<file path="src/hdl/llrr_pkg.sv">
package llrr_pkg;

	localparam int LINK_W = 11;

	typedef logic [LINK_W-1:0] link_t;

	localparam logic OP_INIT   = 1'b0;
	localparam logic OP_REMOVE = 1'b1;

	// configuration register map
	localparam int    APB_ADDR_W      = 3;
	localparam int    APB_DATA_W      = 32;
	localparam logic  REG_SEL_COUNT   = 1'b0;
	localparam link_t COUNT_RESET     = 11'd1024;

	typedef struct packed {
		logic rd_en;       // capture both link reads for a remove request
		logic commit;      // write back the splice and load the result
		logic init_start;  // load the walk counter and limit
		logic init_step;   // write one position's links
	} cmd_t;

	typedef struct packed {
		logic out_stall;   // result register full and not taken
		logic init_none;   // walk has nothing to write
		logic init_last;   // current walk position is the final one
	} status_t;

endpackage

</file>
<file path="src/hdl/llrr_cfg.sv">
module llrr_cfg import llrr_pkg::*; (
	input  logic                  clk,
	input  logic                  arst_n,
	input  logic                  psel,
	input  logic                  penable,
	input  logic                  pwrite,
	input  logic [APB_ADDR_W-1:0] paddr,
	input  logic [APB_DATA_W-1:0] pwdata,
	output logic [APB_DATA_W-1:0] prdata,
	output logic                  pready,
	output link_t                 count
);

	link_t count_q;
	logic  sel_count;

	// word index sits above the byte offset
	assign sel_count = (paddr[APB_ADDR_W-1] == REG_SEL_COUNT);

	always_ff @(posedge clk or negedge arst_n) begin
		if (!arst_n) begin
			count_q <= COUNT_RESET;
		end else if (psel && penable && pwrite && sel_count) begin
			count_q <= pwdata[LINK_W-1:0];
		end
	end

	always_comb begin
		prdata = '0;
		if (sel_count) begin
			prdata = {{(APB_DATA_W-LINK_W){1'b0}}, count_q};
		end
	end

	assign pready = 1'b1;
	assign count  = count_q;

endmodule

</file>
<file path="config.mk">
export PLATFORM = sky130hd
export DESIGN_NAME = llrr_cfg
export DESIGN_NICKNAME = d
export VERILOG_FILES = /design/src/hdl/llrr_pkg.sv /design/src/hdl/llrr_cfg.sv
export SDC_FILE = /design/constraint.sdc
export NUM_CORES = 1
export LEC_CHECK = 0
export BUFFER_PORTS_ARGS = -buffer_cell sky130_fd_sc_hd__buf_4
export CORE_MARGIN = 5
export CORE_UTILIZATION = 35
export CTS_CLUSTER_DIAMETER = 120
export DETAILED_ROUTE_END_ITERATION = 7
export PLACE_DENSITY = 0.84
export SLEW_MARGIN = 20
export SYNTH_ARGS = -nofsm -noshare
export SYNTH_HDL_FRONTEND = slang
export SYNTH_SLANG_ARGS = --single-unit
</file>
<file path="constraint.sdc">
create_clock -name clk -period 1.7 [get_ports clk]
set_input_delay 0.34 -clock clk [delete_from_list [all_inputs] [get_ports clk]]
set_output_delay 0.34 -clock clk [all_outputs]
set_load 0.05 [all_outputs]
</file>
# Yosys cells after proc, flatten, opt, wreduce, memory -nomap -nowiden
# Cells that the tools add are included.
# W data, S select, Z words.
# totals
regBits,11
latchBits,0
ram_bits,0
mem_bits_ro,0
in_bits,40
output_inout_bits,44
word_cells,6
n_memories,0
# op_classes
add_sub_neg,0
n_mul,0
div_mod_pow,0
magnitude_cmp,0
eq_ne,0
shift,0
muxes,1
bitwise,1
reduce_logical,3
# ops
op,count
$mux W11,1
$logic_and A1 B1 Y1,3
$not A1 Y1,1

# Logic depth before layout (Yosys ltp)
# logic_depth
depth_word,3
mapped_depth,3
ltp_nobuf,2

# Least setup slack after synthesis
# OpenSTA, ideal clock, no wires.
# synth_timing
path_kind,flip-flop to output port
start,register count_q[10] (netlist: count[10])
end,output port prdata[10]
arrival_ps,1445
required_ps,1360
setup_slack_ps,-85
stages_incl_launch_ff,2
n_path_buf,0
path_cell_list,dfstp_2 > nor2b_1
# synth_via
elab_chain_len,1
# synth_rtl
element,line,rtl
from (decl),llrr_cfg.sv:14,link_t count_q;
from (signal assigned),llrr_cfg.sv:24,count_q <= pwdata[LINK_W-1:0];
$mux W11,llrr_cfg.sv:30,if (sel_count) begin
to (decl),llrr_cfg.sv:9,"output logic [APB_DATA_W-1:0] prdata,"
# No other way between the ends.

# Worst setup path in the final report
# Same ends and word-level chain as after synthesis.

==> flow_metrics.env <==
export IMPL_status="completed"
export IMPL_grt_pass1_vias=502
export IMPL_seqPwrFrac_pct=28.0
export IMPL_switching_share_pct=49.6
export IMPL_yosys_area_top_type="dfrtp_1"
export IMPL_min_from="pwdata[0]"
export IMPL_peakVddDrop_mv=0.484
export IMPL_path_cells="nor2b_2, buf_4"
export IMPL_synth_edff_count=0
export IMPL_whs_endpoint="count[0]"
export IMPL_clkLatencyLatePin_ns=0.26
export IMPL_setup_viol=0
export IMPL_max_cap_violations=0
export IMPL_synth_avg_cell_area_um2=12.0
export IMPL_async_reset_ff_share_pct=100
export IMPL_p_leak_nw=0.559
export IMPL_cts_tree="built"
export IMPL_crit_path_max_incr_delay_ns=0.54
export IMPL_netlist_instances=60
export IMPL_power_frac_comb_pct=58.8
export IMPL_htree_num_levels=1
export IMPL_grt_pass1_wl_um=2410
export IMPL_end_kind="primary output"
export IMPL_synth_seq_area_share_pct=38.4
export IMPL_clk_path_buf_depth=2
export IMPL_largest_register_ffs=11
export IMPL_fin_nets=140
export IMPL_cts_inserted_buffers=3
export IMPL_synthFlopType="dfrtp_1"
export IMPL_path_buf_inv=1
export IMPL_start_util_pct=36.7
export IMPL_p_per_area_nw_per_um2=1320
export IMPL_cts_resized=0
export IMPL_rows=16
export IMPL_clkTransAtPathRegs_ns=0.07
export IMPL_die_width_um=55.3
export IMPL_grt_start_max_net_pins=13
export IMPL_netlist_area_leader_share_pct=34.8
export IMPL_crit_slowest_cell="dfstp_2"
export IMPL_timing_fmax_mhz=682
export IMPL_grt_setup_unrepaired="false"
export IMPL_hold_buffers=1
export IMPL_switchingPower_mw=0.651
export IMPL_via_count=498
export IMPL_post_cts_buffers=0
export IMPL_grt_usage_pct=9.76
export IMPL_reg2reg_from="count[7]"
export IMPL_r2r_end="count[7]"
export IMPL_cts_root_buf="clkbuf_4"
export IMPL_synth_area_leaders="dfrtp_1 (35%), buf_4 (23%), mux2_4 (21%)"
export IMPL_yosysUniqueCellTypes=11
export IMPL_worst_setup_path_type="flip-flop to primary output"
export IMPL_worstRegToRegCells=1
export IMPL_p_clk_share_pct=13.2
export IMPL_netlist_area_um2=719
export IMPL_hold_path_depth=2
export IMPL_start_kind="flip-flop"
export IMPL_via_per_inst=3.95
export IMPL_min_path_type="input pin to flip-flop"
export IMPL_n_antenna_cell=0
export IMPL_port_buffer_count=38
export IMPL_grt_overflow=0
export IMPL_wl_per_cell_um=12.6
export IMPL_fin_crit_ns=1.47
export IMPL_ant_nets=0
export IMPL_cp_max_fo=3
export IMPL_ios=84
export IMPL_antenna_found_initial=0
export IMPL_drc=0
export IMPL_rrSetupSlack_ns=0.91
export IMPL_die_h_um=55.3
export IMPL_ys_ff_latch=11
export IMPL_hold_violations=0
export IMPL_fin_worst_skew_ns=0
export IMPL_ys_warn_count=0
export IMPL_synthTopCellsByCount="buf_4 (22), dfrtp_1 (10), mux2_4 (10), nor2b_1 (10), conb_1 (2)"
export IMPL_dr_pass1_iters=2
export IMPL_place_hpwl_um=1300
export IMPL_cp_required_ns=1.36
export IMPL_drive_gt1_share_pct=64.6
export IMPL_die_area_um2=3060
export IMPL_cpLargestDelayFamily="flip-flops"
export IMPL_routed_wl_um=1590
export IMPL_min_period_over_period_pct=86.3
export IMPL_fin_hold_ws_ns=0.303
export IMPL_slew_violations=0
export IMPL_cts_sinks=11
export IMPL_synth_most_common_cell="buf_4"
export IMPL_arrival_ns=1.13
export IMPL_dr_first_iter_drc_count=7
export IMPL_core_area_um2=1960
export IMPL_area_growth_pct=38.3
export IMPL_p_int_mw=0.663
export IMPL_tns_ns=0
export IMPL_place_congestion=0.821
-- cells by family (layout without fill, tap and decap cells) --
family,Yosys count,after routing,share of synthesized area (%)
mux,11,11,22.4
flops,11,11,38.4
buf+inv,24,43,25.0
simple gates,12,12,13.0
other cells,2,22,1.04
-- through the flow --
stage               utilization, %  std cells  total power [mW]  setup WS (ns)  area [um2]
floorplan                        -         80             0.978          0.154         820
global placement              48.9        121              1.14          0.311         958
detailed placement            48.9        121              1.15          0.291         958
CTS                           50.7        126              1.32          0.232         995
global route                  50.7        126              1.36          0.198         995
finish                        50.7        126              1.31          0.233         995
-- final cells by class --
class / instances / area (um2)
Multi-Input combinational cell: 45 / 363
Tap cell: 27 / 33.8
Timing Repair Buffer: 39 / 295
Sequential cell: 11 / 277
Fill cell: 181 / 967
Clock buffer: 4 / 26.3
-- routing by layer --
| layer | track usage, % | share of wire (%) | up-vias |
|---|---|---|---|
| li1 | - | - | 227 |
| met2 | 18.4 | 52 | 37 |
| met3 | 4.43 | 12 | 3 |
| met5 | 0 | 0 | - |
| met1 | 9.23 | 35 | 231 |
| met4 | 3.13 | 1.2 | 0 |
-- power by group through the flow --
stage | combinational (mW) | sequential (mW) | clock [mW]
global placement | 0.767 | 0.368 | 0
detailed placement | 0.774 | 0.374 | 0
CTS | 0.777 | 0.368 | 0.177
floorplan | 0.407 | 0.571 | 0
global route | 0.798 | 0.377 | 0.187
finish | 0.772 | 0.368 | 0.174
-- placed cells by master (no fill, tap or decap), drive strengths merged --
cell,n
conb,22
dfstp,1
dfrtp,10
mux2,11
buf,38
and2b,1
nand4b,1
clkbuf,4
nor2b,10
dlygate4sd3,1
-- how the worst max path moves through the flow --
stage               from          to  slack, ns  depth (start not counted)
3_3_place_gp    paddr[2]    count[2]       0.31                          3
3_5_place_dp    paddr[2]    count[9]       0.29                          3
4_1_cts        count[10]  prdata[10]       0.23                          2
6_report       count[10]  prdata[10]       0.23                          2
5_1_grt        count[10]  prdata[10]       0.20                          2
2_1_floorplan  count[10]  prdata[10]       0.15                          1
Note: power is estimated with default switching activity, not from simulation.
