==> config.mk <==
export PLATFORM = sky130hd
export DESIGN_NAME = llrr_ctrl
export DESIGN_NICKNAME = d
export VERILOG_FILES = /design/src/hdl/llrr_pkg.sv /design/src/hdl/llrr_ctrl.sv
export SDC_FILE = /design/constraint.sdc
export NUM_CORES = 1
export LEC_CHECK = 0
export ABC_AREA = 1
export BUFFER_PORTS_ARGS = -buffer_cell sky130_fd_sc_hd__buf_2
export CAP_MARGIN = 15
export CORE_AREA = 5 5 42 44
export CTS_BUF_LIST = sky130_fd_sc_hd__clkbuf_4
export DETAILED_ROUTE_END_ITERATION = 7
export DIE_AREA = 0 0 47 49
export RECOVER_POWER = 25
export SETUP_SLACK_MARGIN = 0.2
export SYNTH_ARGS = -nofsm -noshare
export SYNTH_HDL_FRONTEND = slang
export SYNTH_SLANG_ARGS = --single-unit
==> constraint.sdc <==
create_clock -name clk -period 0.8 [get_ports clk]
set_input_delay 0.12 -clock clk [delete_from_list [all_inputs] [get_ports clk]]
set_output_delay 0.12 -clock clk [all_outputs]
set_load 0.02 [all_outputs]
==> src/hdl/llrr_pkg.sv <==
package llrr_pkg;

	localparam int LINK_W = 11;

	typedef logic [LINK_W-1:0] link_t;

	localparam logic OP_INIT   = 1'b0;
	localparam logic OP_REMOVE = 1'b1;

	// configuration register map
	localparam int    APB_ADDR_W      = 3;
	localparam int    APB_DATA_W      = 32;
	localparam logic  REG_SEL_COUNT   = 1'b0;
	localparam link_t COUNT_RESET     = 11'd1024;

	typedef struct packed {
		logic rd_en;       // capture both link reads for a remove request
		logic commit;      // write back the splice and load the result
		logic init_start;  // load the walk counter and limit
		logic init_step;   // write one position's links
	} cmd_t;

	typedef struct packed {
		logic out_stall;   // result register full and not taken
		logic init_none;   // walk has nothing to write
		logic init_last;   // current walk position is the final one
	} status_t;

endpackage

==> src/hdl/llrr_ctrl.sv <==
module llrr_ctrl import llrr_pkg::*; (
	input  logic    clk,
	input  logic    arst_n,
	input  logic    in_valid,
	input  logic    in_opcode,
	output logic    in_ready,
	input  status_t status,
	output cmd_t    cmd
);

	localparam logic [1:0] ST_IDLE   = 2'd0;
	localparam logic [1:0] ST_REMOVE = 2'd1;
	localparam logic [1:0] ST_INIT   = 2'd2;

	logic [1:0] state_q;
	logic [1:0] state_d;

	always_comb begin
		state_d  = state_q;
		cmd      = '0;
		in_ready = 1'b0;
		case (state_q)
			ST_IDLE: begin
				in_ready = 1'b1;
				if (in_valid) begin
					if (in_opcode == OP_REMOVE) begin
						cmd.rd_en = 1'b1;
						state_d   = ST_REMOVE;
					end else begin
						cmd.init_start = 1'b1;
						state_d        = ST_INIT;
					end
				end
			end
			ST_REMOVE: begin
				if (!status.out_stall) begin
					cmd.commit = 1'b1;
					state_d    = ST_IDLE;
				end
			end
			ST_INIT: begin
				if (status.init_none) begin
					state_d = ST_IDLE;
				end else begin
					cmd.init_step = 1'b1;
					if (status.init_last) begin
						state_d = ST_IDLE;
					end
				end
			end
			default: begin
				state_d = ST_IDLE;
			end
		endcase
	end

	always_ff @(posedge clk or negedge arst_n) begin
		if (!arst_n) begin
			state_q <= ST_IDLE;
		end else begin
			state_q <= state_d;
		end
	end

endmodule

* Yosys cells after proc, flatten, opt, wreduce, memory -nomap -nowiden
Index checks and enable logic that the tools add are counted.
** Storage, ports and cells
- Bits in registers :: 2
- Output and inout bits :: 5
- Memory bits (writable) :: 0
- ROM bits :: 0
- Memories :: 0
- Bits in latches :: 0
- Word-level logic and storage cells :: 25
- Input port bits :: 7
** Operators by class
- Bitwise logic cells :: 0
- Shift-type cells :: 0
- Multiplexer cells :: 17
- Divide/modulo/power cells :: 0
- Reduce and logical (&&, ||, !) cells :: 2
- Add/subtract/negate cells :: 0
- Multipliers :: 0
- Equal/unequal tests :: 5
- $lt $le $gt $ge :: 0
** Operators with widths (number)
- $mux W1 :: 11
- $mux W2 :: 5
- $pmux W2 S3 :: 1
- $ne A2 B2 Y1 const B :: 2
- $ne A3 B3 Y1 const B :: 1
- $reduce_and A3 Y1 :: 1
- $eq A2 B1 Y1 const B :: 1
- $eq A2 B2 Y1 const B :: 1
- $logic_not A2 Y1 :: 1

* Longest topological paths before layout
Gate-level depths: netlist of run 1.
- Depth after elaboration :: 3
- Gate-level depth with buffers :: 4

* Least setup slack after synthesis of run 1
Ideal clock, no wire load.
- Path type :: reg-to-output
- Start point :: register state_q[0]
- End point :: output cmd[0] (netlist bit)
- Path buffers :: 0
- Stages on the path, launching flop included :: 2
- Slack :: -263 ps
- Arrival :: 943 ps
- Path through :: dfrtp_1 > nor3_1
** RTL lines
- start: declaration :: RTL line llrr_ctrl.sv:15 : logic [1:0] state_q;
- start signal: assignment :: RTL line llrr_ctrl.sv:61 : state_q <= state_d;
- end: declaration :: RTL line llrr_ctrl.sv:8 : output cmd_t cmd

==> flow_summary.rst, run 1 <==
.. list-table::
   :header-rows: 1

   * - Metric
     - Value
   * - Most area-hungry cell type in the Yosys netlist
     - sky130_fd_sc_hd__dfrtp_1
   * - Register-to-register path setup slack
     - -0.30 ns
   * - Top cell type's share of synthesized area
     - 36.04%
   * - Via count of the first global-routing pass
     - between 200 and 250
   * - Worst-case reg-to-reg path depth
     - 6
   * - Post-synth EDFFs
     - 0
   * - Total number of vias
     - 205
   * - Clock network latency to the later pin of the worst-skew pair
     - between 0.2 and 0.25 ns
   * - Diode insertion count for antenna repair
     - 0
   * - Area added between synthesis and finish
     - 147.7%
   * - Worst setup skew after layout
     - ~0.00060 ns
   * - Core region area
     - 0.001401 mm^2
   * - Mean Syn Cell Area
     - 6.613 um^2
   * - Critical path fanouts, max
     - 3
   * - Die Width
     - roughly 47 um
   * - Critical Path Source Type
     - flop
   * - Syn nets
     - 28
   * - Most frequent cells after synthesis
     - sky130_fd_sc_hd__inv_1 (4), sky130_fd_sc_hd__nand2_1 (4), sky130_fd_sc_hd__nor2_1 (4)
   * - Quantity of I/O buffers inserted on ports
     - 11
   * - Seq. cell area
     - 51.30 um^2
   * - Worst voltage drop across the vdd grid
     - around 0.53 mV
   * - Failing checks
     - negative setup slack
   * - Wire length of the first global-routing pass
     - about 860 um
   * - Largest net degree at the start of global routing
     - 6
   * - Number of synthesized register bits
     - 2
   * - Setup repair after global routing missed its margin
     - true
   * - Hold WC Path Type
     - primary input to flop
   * - Post-Route Setup TNS
     - -2.186 ns
   * - Count of routing violations after the opening detailed-route iteration
     - 0
   * - Last element of the critical path
     - cmd[0]
   * - TritonCTS buffer count
     - 3
   * - Share of layout cells above drive strength 1
     - a little under three quarters
   * - Filler Cell Count
     - between 150 and 200
   * - Number of endpoints with negative hold slack in the final report
     - 0
   * - Post-Place Worst Slack
     - -0.1656 ns
   * - Number of warnings printed during yosys synthesis
     - 0
   * - Clock tree from TritonCTS
     - built
   * - Arrival time reported for the critical path endpoint
     - slightly above 1 ns
   * - Full die area
     - around 0.0023 mm^2
   * - Final weighted congestion in routability-driven placement
     - about 0.7
   * - Endpoint type of the worst setup path
     - output pin
   * - Area of the multi-input gates
     - slightly above 80 um^2
   * - Max-slew headroom at the worst pin
     - between 90 and 100%
   * - Prevailing post-synth register cell
     - sky130_fd_sc_hd__dfrtp_1
   * - Reg clk slew, reported paths
     - ~0.030 ns
   * - Post-synthesis instance total
     - 21
   * - Min setup slack post-route
     - -0.3291 ns
   * - Count of distinct cell types in the synthesized netlist
     - 9
   * - Ratio of final minimum period to clock period
     - 141.1%
   * - Cell chosen for the clock root
     - sky130_fd_sc_hd__clkbuf_4
   * - Number of standard cells in the final layout excluding fillers
     - around 60
   * - Critical Path RT
     - around 0.68 ns
   * - Endpoint of the worst-slack reg-to-reg timing path
     - state_q[1]
   * - Antenna violations before repair
     - 0
   * - CP Class
     - flop to output pin
   * - Max capacitance violation total
     - 0
   * - I/O pin count
     - 12
   * - DRC violation count after routing
     - 0
   * - Max-slew violation count
     - 0
   * - Biggest area contributors in the synthesized netlist
     - sky130_fd_sc_hd__dfrtp_1 (36%), sky130_fd_sc_hd__nand2_2 (14%), sky130_fd_sc_hd__inv_1 (11%)
   * - Transition at the pin with the smallest max-transition slack
     - about 0.15 ns
   * - Final critical-path required period
     - around 1.1 ns
   * - Total setup violations reported at the end of the flow
     - 7
   * - Post-Syn Area
     - roughly 140 um^2
   * - Overall die height
     - 49 um
   * - ANT nets after route
     - 0
   * - Run status
     - finished with violations
   * - Effective utilization at floorplan
     - between 9 and 10%
   * - NumNets Final
     - 54
   * - Row count
     - 14
   * - Num Clock Sinks
     - 2
   * - Pre-antenna DRT Iters
     - 1
   * - Global Route Usage Sum
     - ~5.6%
   * - Grt total ovfl
     - 0
   * - Top achievable clock speed
     - slightly below 900 MHz
   * - Final cell utilization of the core
     - approximately a quarter
   * - Reported leakage power
     - 0.0001939 uW
   * - Synth async-reset ratio
     - 100.0%
   * - Largest registers ranked by flip-flop count
     - state_q (2)
   * - Sequential element share of the synthesized area
     - between 30% and 40%
   * - Buffer levels on the longest clock path
     - 2
   * - Source of the worst register-to-register timing path
     - state_q[0]
   * - Largest register by flop count
     - state_q
   * - Max FFs per register
     - 2
   * - Pwr Density
     - between 1500 and 2000 mW/mm^2
   * - First element of the critical path
     - state_q[1]
   * - Number of H-tree levels
     - 1
   * - Final wirelength
     - ~490 um
   * - Dpl cells
     - 51
   * - Via-to-Cell Ratio
     - about 3.4
   * - Final hold slack
     - about 0.17 ns
   * - Routed WL per cell
     - 7.967 um
[critical path, cell delays in order, from the launching register on]
cell and delay [ns]:
sky130_fd_sc_hd__dfrtp_1 0.39, sky130_fd_sc_hd__inv_2 0.07, sky130_fd_sc_hd__nor3_2 0.17, sky130_fd_sc_hd__buf_4 0.16
[through the flow]
stage          cell area (um^2)  total power, uW
6_report                  344.1            571.9
5_1_grt                   344.1            609.1
4_1_cts                   315.3            563.9
3_5_place_dp              249.0            302.4
3_3_place_gp              249.0            296.2
2_1_floorplan             151.4            227.1
[worst min path at each step]
stage / startpoint / to / slack (ns) / cells past startpoint
2_1_floorplan: arst_n / state_q[0] / -0.18 / 0
3_3_place_gp: arst_n / state_q[0] / -0.09 / 1
3_5_place_dp: arst_n / state_q[1] / -0.09 / 1
4_1_cts: status[0] / state_q[1] / 0.17 / 4
5_1_grt: status[0] / state_q[1] / 0.19 / 4
6_report: status[0] / state_q[1] / 0.17 / 4
[final cells by class]
cell class | count | share of cell area (%)
repair buffers | 21 | 43.27
multi-input cells | 14 | 24.00
flip-flops and latches | 2 | 14.91
clock buffers | 3 | 6.545
well taps | 16 | 5.818
inverters | 5 | 5.455
[metal layers]
layer	up-vias	GRT usage [%]	wire length, um
met5	-	0	0
met4	0	5.530	0
met3	0	2.583	52
met2	10	8.597	245
met1	87	4.825	187
li1	108	-	-
[kinds of logic after synthesis]
group	count (synthesis)	share of synthesized area [%]
DFF	2	36.04
and+or+nand+nor	14	50.44
buffers and inverters	5	13.51
[placed cells by master, fill, tap and decap left out]
| cell | n |
|---|---|
| sky130_fd_sc_hd__nand2_2 | 3 |
| sky130_fd_sc_hd__buf_4 | 11 |
| sky130_fd_sc_hd__dfrtp_1 | 1 |
| sky130_fd_sc_hd__inv_2 | 3 |
| sky130_fd_sc_hd__buf_2 | 6 |
| sky130_fd_sc_hd__clkbuf_1 | 1 |
| sky130_fd_sc_hd__clkbuf_4 | 3 |
| sky130_fd_sc_hd__dlygate4sd3_1 | 1 |
| sky130_fd_sc_hd__nor3_2 | 1 |
| sky130_fd_sc_hd__buf_6 | 2 |
| sky130_fd_sc_hd__nand2_1 | 4 |
| sky130_fd_sc_hd__dfrtp_2 | 1 |
| sky130_fd_sc_hd__nor2_1 | 3 |
| sky130_fd_sc_hd__nor2_4 | 2 |
| sky130_fd_sc_hd__inv_1 | 2 |
| sky130_fd_sc_hd__nand3_1 | 1 |
[timing repair]
action / in CTS / in global routing
hold endpoints to repair: 2 / 0
buffers inserted: 2 / 4
gates resized for setup: 7 / 0
pin swaps: 1 / 2
hold buffers: 1 / 0
endpoints found under the setup margin: 7 / 7
[where the power goes]
group	internal, uW	switching [uW]	leakage (uW)
Combinational	117	106	0.000155
Clock	165	49.9	0.0000138
Sequential	115	18.9	0.0000248
Power figures use the tool's default switching activity.
==> run 2, diff against run 1 <==
ABC_AREA = default   (was 1)
==> run 2 against run 1 <==
The flow still finishes with violations (negative setup slack). Non-clock buffer count down 6. Cell area is 8.4% lower. Count of clock-buffer cells in the layout is the same. Global-route usage down 1.1 points. Maximum frequency shrank 11%. Critical path type unchanged. Critical endpoint is now cmd[1].
==> flow_summary.rst, run 2 <==
.. list-table::
   :header-rows: 1

   * - Metric
     - Value
   * - Min setup slack post-route
     - -0.4667 ns (-0.1376 ns)
   * - Largest net degree at the start of global routing
     - 7 (+1)
   * - Mean Syn Cell Area
     - 9.432 um^2 (+43%)
   * - Most frequent cells after synthesis
     - sky130_fd_sc_hd__dfrtp_1 (2), sky130_fd_sc_hd__nor2_1 (2)
   * - Hold-critical path depth
     - 3 (-1)
   * - Overall die height
     - 49 um (unchanged)
   * - Ratio of final minimum period to clock period
     - 158.3% (+17 points)
   * - Post-synthesis instance total
     - 13 (-38%)
   * - Grt total ovfl
     - 0 (unchanged)
   * - Prevailing post-synth register cell
     - sky130_fd_sc_hd__dfrtp_1
   * - Total number of vias
     - 165 (-20%)
   * - Cell chosen for the clock root
     - sky130_fd_sc_hd__clkbuf_4
   * - I/O pin count
     - 12 (unchanged)
   * - Full die area
     - 0.002303 mm^2 (unchanged)
   * - Final critical-path required period
     - 1.267 ns (+0.1376 ns)
   * - Number of H-tree levels
     - 1 (unchanged)
   * - Arrival time reported for the critical path endpoint
     - 1.15 ns (+0.14 ns)
   * - Core region area
     - 0.001401 mm^2 (unchanged)
   * - Diode insertion count for antenna repair
     - 0 (unchanged)
   * - Max-slew headroom at the worst pin
     - 85.17% (-5.1 points)
   * - Setup repair after global routing missed its margin
     - true
   * - Buffer levels on the longest clock path
     - 2 (unchanged)
   * - Total setup violations reported at the end of the flow
     - 7 (unchanged)
   * - Final weighted congestion in routability-driven placement
     - 0.6240 (-11%)
   * - Largest register by flop count
     - state_q
   * - Max-slew violation count
     - 0 (unchanged)
   * - Row count
     - 14 (unchanged)
   * - First element of the critical path
     - state_q[1]
   * - Post-synth EDFFs
     - 0 (unchanged)
   * - Reported leakage power
     - 0.0001422 uW (-27%)
   * - Count of routing violations after the opening detailed-route iteration
     - 1 (+1)
   * - Final cell utilization of the core
     - 22.50% (-2.1 points)
   * - Worst-case reg-to-reg path depth
     - 3 (-3)
   * - Via-to-Cell Ratio
     - 3.511 (+4.5%)
   * - Filler Cell Count
     - 170 (-0.58%)
   * - Critical Path RT
     - 0.68 ns (about the same)
   * - Critical Path Source Type
     - flop
   * - Number of warnings printed during yosys synthesis
     - 0 (unchanged)
   * - Post-Syn Area
     - 122.6 um^2 (-12%)
   * - Endpoint type of the worst setup path
     - output pin
   * - Top achievable clock speed
     - 789.5 MHz (-11%)
   * - CP Class
     - flop to output pin
   * - Routed WL per cell
     - 9.489 um (+19%)
   * - Num Clock Sinks
     - 2 (unchanged)
   * - Number of synthesized register bits
     - 2 (unchanged)
   * - Transition at the pin with the smallest max-transition slack
     - 0.2215 ns (+0.07506 ns)
   * - Clock tree from TritonCTS
     - built
   * - Clock network latency to the later pin of the worst-skew pair
     - 0.22 ns (about the same)
   * - Global Route Usage Sum
     - 4.504% (-1.1 points)
   * - Critical path fanouts, max
     - 5 (+2)
   * - DRC violation count after routing
     - 0 (unchanged)
   * - Max capacitance violation total
     - 0 (unchanged)
   * - Most frequent cells in the layout
     - sky130_fd_sc_hd__buf_2 (5), sky130_fd_sc_hd__buf_4 (5), sky130_fd_sc_hd__clkbuf_4 (3), sky130_fd_sc_hd__buf_6 (3), sky130_fd_sc_hd__dfrtp_2 (2)
   * - Hold WC Path Type
     - primary input to flop
   * - Top cell type's share of synthesized area
     - 40.82% (+4.8 points)
   * - Via count of the first global-routing pass
     - 177 (-25%)
   * - Die Width
     - 47 um (unchanged)
   * - Pwr Density
     - 1781 mW/mm^2 (+7.2%)
   * - Number of standard cells in the final layout excluding fillers
     - 47 (-23%)
   * - Quantity of I/O buffers inserted on ports
     - 11 (unchanged)
   * - Share of layout cells above drive strength 1
     - 77.42% (+6.3 points)
   * - Max FFs per register
     - 2 (unchanged)
   * - Synth async-reset ratio
     - 100.0% (unchanged)
   * - Syn nets
     - 20 (-29%)
   * - Sequential element share of the synthesized area
     - 40.82% (+4.8 points)
   * - Hold path startpoint
     - status[2]
   * - Area added between synthesis and finish
     - 157.1%
   * - Dpl cells
     - 42 (-18%)
   * - Worst setup skew after layout
     - 0.003104 ns (+0.002507 ns)
   * - Most area-hungry cell type in the Yosys netlist
     - sky130_fd_sc_hd__dfrtp_1
   * - Worst voltage drop across the vdd grid
     - 0.3854 mV (-27%)
   * - Number of endpoints with negative hold slack in the final report
     - 0 (unchanged)
   * - Reg clk slew, reported paths
     - 0.03 ns (about the same)
   * - Biggest area contributors in the synthesized netlist
     - sky130_fd_sc_hd__dfrtp_1 (41%), sky130_fd_sc_hd__nor4b_2 (12%), sky130_fd_sc_hd__nand3b_1 (6.1%)
   * - Antenna violations before repair
     - 0 (unchanged)
   * - Run status
     - finished with violations
   * - Largest registers ranked by flip-flop count
     - state_q (2)
   * - TritonCTS buffer count
     - 3 (unchanged)
   * - Failing checks
     - negative setup slack
   * - Final wirelength
     - 446 um (-8.2%)
   * - ANT nets after route
     - 0 (unchanged)
   * - Pre-antenna DRT Iters
     - 2 (+1)
   * - Source of the worst register-to-register timing path
     - state_q[1]
   * - Wire length of the first global-routing pass
     - 696 um (-19%)
   * - Count of distinct cell types in the synthesized netlist
     - 11 (+2)
   * - Effective utilization at floorplan
     - 8.750% (-1.2 points)
   * - NumNets Final
     - 40 (-26%)
## run 2: area by class of cell
class                   instances  area, um^2  area share, %
flip-flops and latches          2       52.55          16.67
repair buffers                 15       110.1          34.92
well taps                      16       20.02          6.349
multi-input cells              11       110.1          34.92
clock buffers                   3       22.52          7.143
## run 2: metal layers
layer	share of wire, %	global-route usage, %	wire length [um]
met1	31	3.728	139
met5	0	0	0
met4	4.3	6.912	19
met3	3.6	0	16
met2	61	7.240	270
## run 2: stage by stage
step,worst slack [ns],hold slack (ns),setup TNS (ns),cell area (um^2),total power [uW]
floorplan,-0.2930,-0.1756,-0.9828,147.6,222.9
global placement,-0.2323,-0.09141,-1.043,237.7,291.3
detailed placement,-0.2416,-0.09206,-1.061,237.7,292.1
CTS,-0.4649,0.1563,-2.177,294.0,555.0
global route,-0.5130,0.1840,-2.610,315.3,592.1
finish,-0.4667,0.1678,-2.278,315.3,561.7
## run 2: path summary, 6_finish.rpt
path | to | slack [ns]
max in group asynchronous | state_q[0] | 0.44
worst max-delay path | cmd[1] | -0.47
worst min-delay path | state_q[0] | 0.17
worst min register to register | state_q[0] | 0.54
min in group asynchronous | state_q[1] | 0.22
worst max register to register | state_q[1] | -0.26
## run 2: repair_timing
| action | CTS | global route |
|---|---|---|
| hold buffers | 1 | 0 |
| cloned | 0 | 0 |
| buffers inserted | 0 | 1 |
| endpoints found under the hold margin | 2 | 0 |
| endpoints found under the setup margin | 7 | 7 |
| pin swaps | 0 | 0 |
| gates resized for setup | 8 | 2 |
## run 2: cell families (layout without fill, tap and decap cells)
logic type | count (synthesis) | in the layout | share of synthesized area [%]
AO/OA/AOI/OAI | 2 | 2 | 10.20
AND/OR/NAND/NOR | 9 | 9 | 48.99
flip-flops | 2 | 2 | 40.82
buffers and inverters | 0 | 18 | 0
## run 2: critical path, cell delays in order (launching register included)
cell and delay (ns):
sky130_fd_sc_hd__dfrtp_2 0.45, sky130_fd_sc_hd__nor4b_4 0.29, sky130_fd_sc_hd__buf_4 0.19
## run 2: power by group
| group | leakage (uW) | total [uW] | switching [uW] | internal (uW) |
|---|---|---|---|---|
| combinational | 0.000105 | 201 | 81.9 | 119 |
| sequential | 0.0000234 | 144 | 28.2 | 116 |
| clock | 0.0000138 | 217 | 51.5 | 165 |
| total | 0.000142 | 562 | 162 | 400 |
==> run 3, diff against run 2 <==
PLACE_DENSITY = 0.3   (was default)
clock period = 1.36 ns   (was 0.8 ns; I/O delays follow)
==> run 3 against run 2 <==
The run now ends clean. Count of clock-buffer cells in the layout unchanged. Non-clock buffer count fell by 1. Global-route usage up 0.36 points. Critical endpoint unchanged. Setup slack improved by 0.49 ns. Clock skew barely moved. First-iteration DRC count up 100%. Flip-flop and latch count unchanged. Combinational power down 49%. Routed wire length is 0.67% lower. Via count grew 2.4%. Core utilization decreased by 1.7 points.
==> flow_summary.rst, run 3 (synthesis gave the netlist of run 2 again) <==
.. list-table::
   :header-rows: 1

   * - Metric
     - Value
   * - Run status
     - complete, no violations
   * - Antenna violations before repair
     - 0 (unchanged)
   * - Full die area
     - 0.002303 mm^2 (unchanged)
   * - Clock tree from TritonCTS
     - built
   * - I/O pin count
     - 12 (unchanged)
   * - Post-layout power
     - 316.6 uW (-44%)
   * - Row count
     - 14 (unchanged)
   * - Post-Route Setup TNS
     - 0 ns (+2.278 ns)
   * - Final weighted congestion in routability-driven placement
     - 0.7316 (+17%)
   * - DRC violation count after routing
     - 0 (unchanged)
   * - Worst voltage drop across the vdd grid
     - 0.3899 mV (+1.2%)
   * - Top delay family on crit path
     - flip-flops
   * - Top achievable clock speed
     - between 700 and 800 MHz
   * - Endpoint of the worst-slack reg-to-reg timing path
     - state_q[1]
   * - Area post-placement
     - 209.0 um^2 (-12%)
   * - Num Clock Sinks
     - 2 (unchanged)
   * - Buffer levels on the longest clock path
     - 2 (unchanged)
   * - Setup repair after global routing missed its margin
     - true
   * - Reg clk slew, reported paths
     - 0.03 ns (about the same)
   * - Diode insertion count for antenna repair
     - 0 (unchanged)
   * - Ratio of final minimum period to clock period
     - a little over nine tenths
   * - Routed WL per cell
     - 9.630 um (+1.5%)
   * - Cell chosen for the clock root
     - sky130_fd_sc_hd__clkbuf_4
   * - Total setup violations reported at the end of the flow
     - 0 (-7)
   * - Design area
     - 291.5 um^2 (-7.5%)
   * - Core region area
     - 0.001401 mm^2 (unchanged)
   * - Via count of the first global-routing pass
     - 186 (+5.1%)
   * - Dpl cells
     - 40 (-4.8%)
   * - Clock network latency to the later pin of the worst-skew pair
     - 0.22 ns (about the same)
   * - Most frequent standard cell in the layout excluding fill and tap cells
     - sky130_fd_sc_hd__buf_4
   * - Critical-path cell with the highest stage delay
     - sky130_fd_sc_hd__dfrtp_2
   * - Final critical-path required period
     - 1.338 ns
   * - Max capacitance violation total
     - 0 (unchanged)
   * - Count of routing violations after the opening detailed-route iteration
     - 2 (+1)
   * - Largest net degree at the start of global routing
     - 7 (unchanged)
   * - Final hold slack
     - 0.2386 ns (+0.07078 ns)
   * - Max-slew headroom at the worst pin
     - 84.34% (-0.83 points)
   * - CP Class
     - flop to output pin
   * - Hold WC Path Type
     - primary input to flop
   * - Largest registers ranked by flip-flop count
     - state_q (2)
   * - Largest register by flop count
     - state_q
   * - Quantity of I/O buffers inserted on ports
     - 11 (unchanged)
   * - Reported leakage power
     - 0.0001330 uW (-6.5%)
   * - Number of endpoints with negative hold slack in the final report
     - 0 (unchanged)
   * - Pwr Density
     - 1086 mW/mm^2 (-39%)
   * - Register-to-register path setup slack
     - 0.41 ns (+0.67 ns)
   * - Share of layout cells above drive strength 1
     - 76.67% (-0.75 points)
   * - Overall die height
     - 49 um (unchanged)
   * - Endpoint type of the worst setup path
     - output pin
   * - Number of H-tree levels
     - 1 (unchanged)
   * - Most frequent cells in the layout
     - sky130_fd_sc_hd__buf_4 (6), sky130_fd_sc_hd__buf_2 (5), sky130_fd_sc_hd__clkbuf_4 (3)
   * - Source of the worst register-to-register timing path
     - state_q[1]
   * - Worst-case reg-to-reg path depth
     - 2 (-1)
   * - Max FFs per register
     - 2 (unchanged)
   * - Via-to-Cell Ratio
     - 3.674 (+4.7%)
   * - TritonCTS buffer count
     - 3 (unchanged)
   * - Area added between synthesis and finish
     - 137.8%
   * - Die Width
     - 47 um (unchanged)
   * - Pre-antenna DRT Iters
     - 2 (unchanged)
   * - Cell chain of the critical path
     - nor4b_4 -> buf_4
   * - Global Route Usage Sum
     - 4.859% (+0.36 points)
   * - Wire length of the first global-routing pass
     - 717 um (+3.0%)
   * - Total number of vias
     - 169 (+2.4%)
   * - Transition at the pin with the smallest max-transition slack
     - 0.2339 ns (+0.01239 ns)
   * - Grt total ovfl
     - 0 (unchanged)
   * - Arrival time reported for the critical path endpoint
     - 1.13 ns (-0.02 ns)
   * - Biggest cell delay along the critical path
     - 0.43 ns (-0.02 ns)
   * - Number of standard cells in the final layout excluding fillers
     - 46 (-2.1%)
   * - Critical Path RT
     - 1.16 ns (+0.48 ns)
   * - Hold path startpoint
     - status[0]
   * - Hold-critical path depth
     - 3 (unchanged)
   * - Worst Hold Path EP
     - state_q[1]
   * - Critical Path Source Type
     - flop
   * - Max-slew violation count
     - 0 (unchanged)
   * - Combined buffer and inverter count along the critical path
     - 1 (unchanged)
   * - Final wirelength
     - 443 um (-0.67%)
   * - ANT nets after route
     - 0 (unchanged)
   * - Effective utilization at floorplan
     - 8.750% (unchanged)
   * - Worst setup skew after layout
     - 0.003514 ns (+0.0004103 ns)
   * - NumNets Final
     - 39 (-2.5%)
   * - Filler Cell Count
     - 164 (-3.5%)
   * - Critical path fanouts, max
     - 4 (-1)
run 3: changes by cell type in the layout (fill, tap and decap cells not counted):
cell / change
sky130_fd_sc_hd__buf_6: -2
sky130_fd_sc_hd__buf_4: +1
sky130_fd_sc_hd__nand2b_1: -1
sky130_fd_sc_hd__nand2b_4: +1
sky130_fd_sc_hd__nor2_2: +1
sky130_fd_sc_hd__nor2_4: -1
sky130_fd_sc_hd__o21bai_1: +1
sky130_fd_sc_hd__o21bai_4: -1
run 3: cell type report:
cell class                 count  area [um^2]  area share (%)
timing repair buffer          14        95.09           32.62
sequential                     2        52.55           18.03
multi-input combinational     11        101.3           34.76
tap                           16        20.02           6.867
clock buffer                   3        22.52           7.725
run 3: metal layers:
metal | vias to the layer above | track usage, % | wire length, um
li1 | 81 | - | -
met1 | 74 | 5.275 | 216
met2 | 14 | 5.430 | 152
met3 | 0 | 4.428 | 74
met4 | 0 | 4.147 | 0
met5 | - | 0 | 0
run 3: worst reg2reg max path, stage by stage, from the launching register on:
cell and delay [ns]:
sky130_fd_sc_hd__dfrtp_2 0.43, sky130_fd_sc_hd__nor4b_4 0.29, sky130_fd_sc_hd__o21bai_1 0.15
run 3: stage by stage:
| step | setup slack [ns] | utilization [%] |
|---|---|---|
| 2_1_floorplan | 0.1701 | - |
| 3_3_place_gp | 0.2079 | 14.91 |
| 3_5_place_dp | 0.1834 | 14.91 |
| 4_1_cts | 0.004715 | 20.89 |
| 5_1_grt | -0.04328 | 20.80 |
| 6_report | 0.02204 | 20.80 |
run 3: worst max-delay path by stage:
stage	startpoint	end	slack (ns)	depth (start not counted)
2_1_floorplan	state_q[1]	cmd[2]	0.17	1
5_1_grt	state_q[1]	cmd[1]	-0.04	2
3_3_place_gp	state_q[0]	cmd[1]	0.21	2
3_5_place_dp	state_q[0]	cmd[1]	0.18	2
6_report	state_q[1]	cmd[1]	0.02	2
4_1_cts	state_q[1]	cmd[1]	0.005	2
run 3: power breakdown:
part / internal, uW / switching (uW) / total, uW
sequential: 68.3 / 13.3 / 81.6
clock: 97.4 / 34.2 / 132
combinational: 57.6 / 45.7 / 103
total: 223 / 93.3 / 317
run 3: timing repair:
action / in CTS / in global routing
pin swaps: 3 / 1
setup endpoints to repair: 5 / 5
resized for setup: 11 / 0
hold buffers: 1 / 0
setup buffers: 2 / 0
hold endpoints to repair: 2 / 0
cloned: 0 / 0
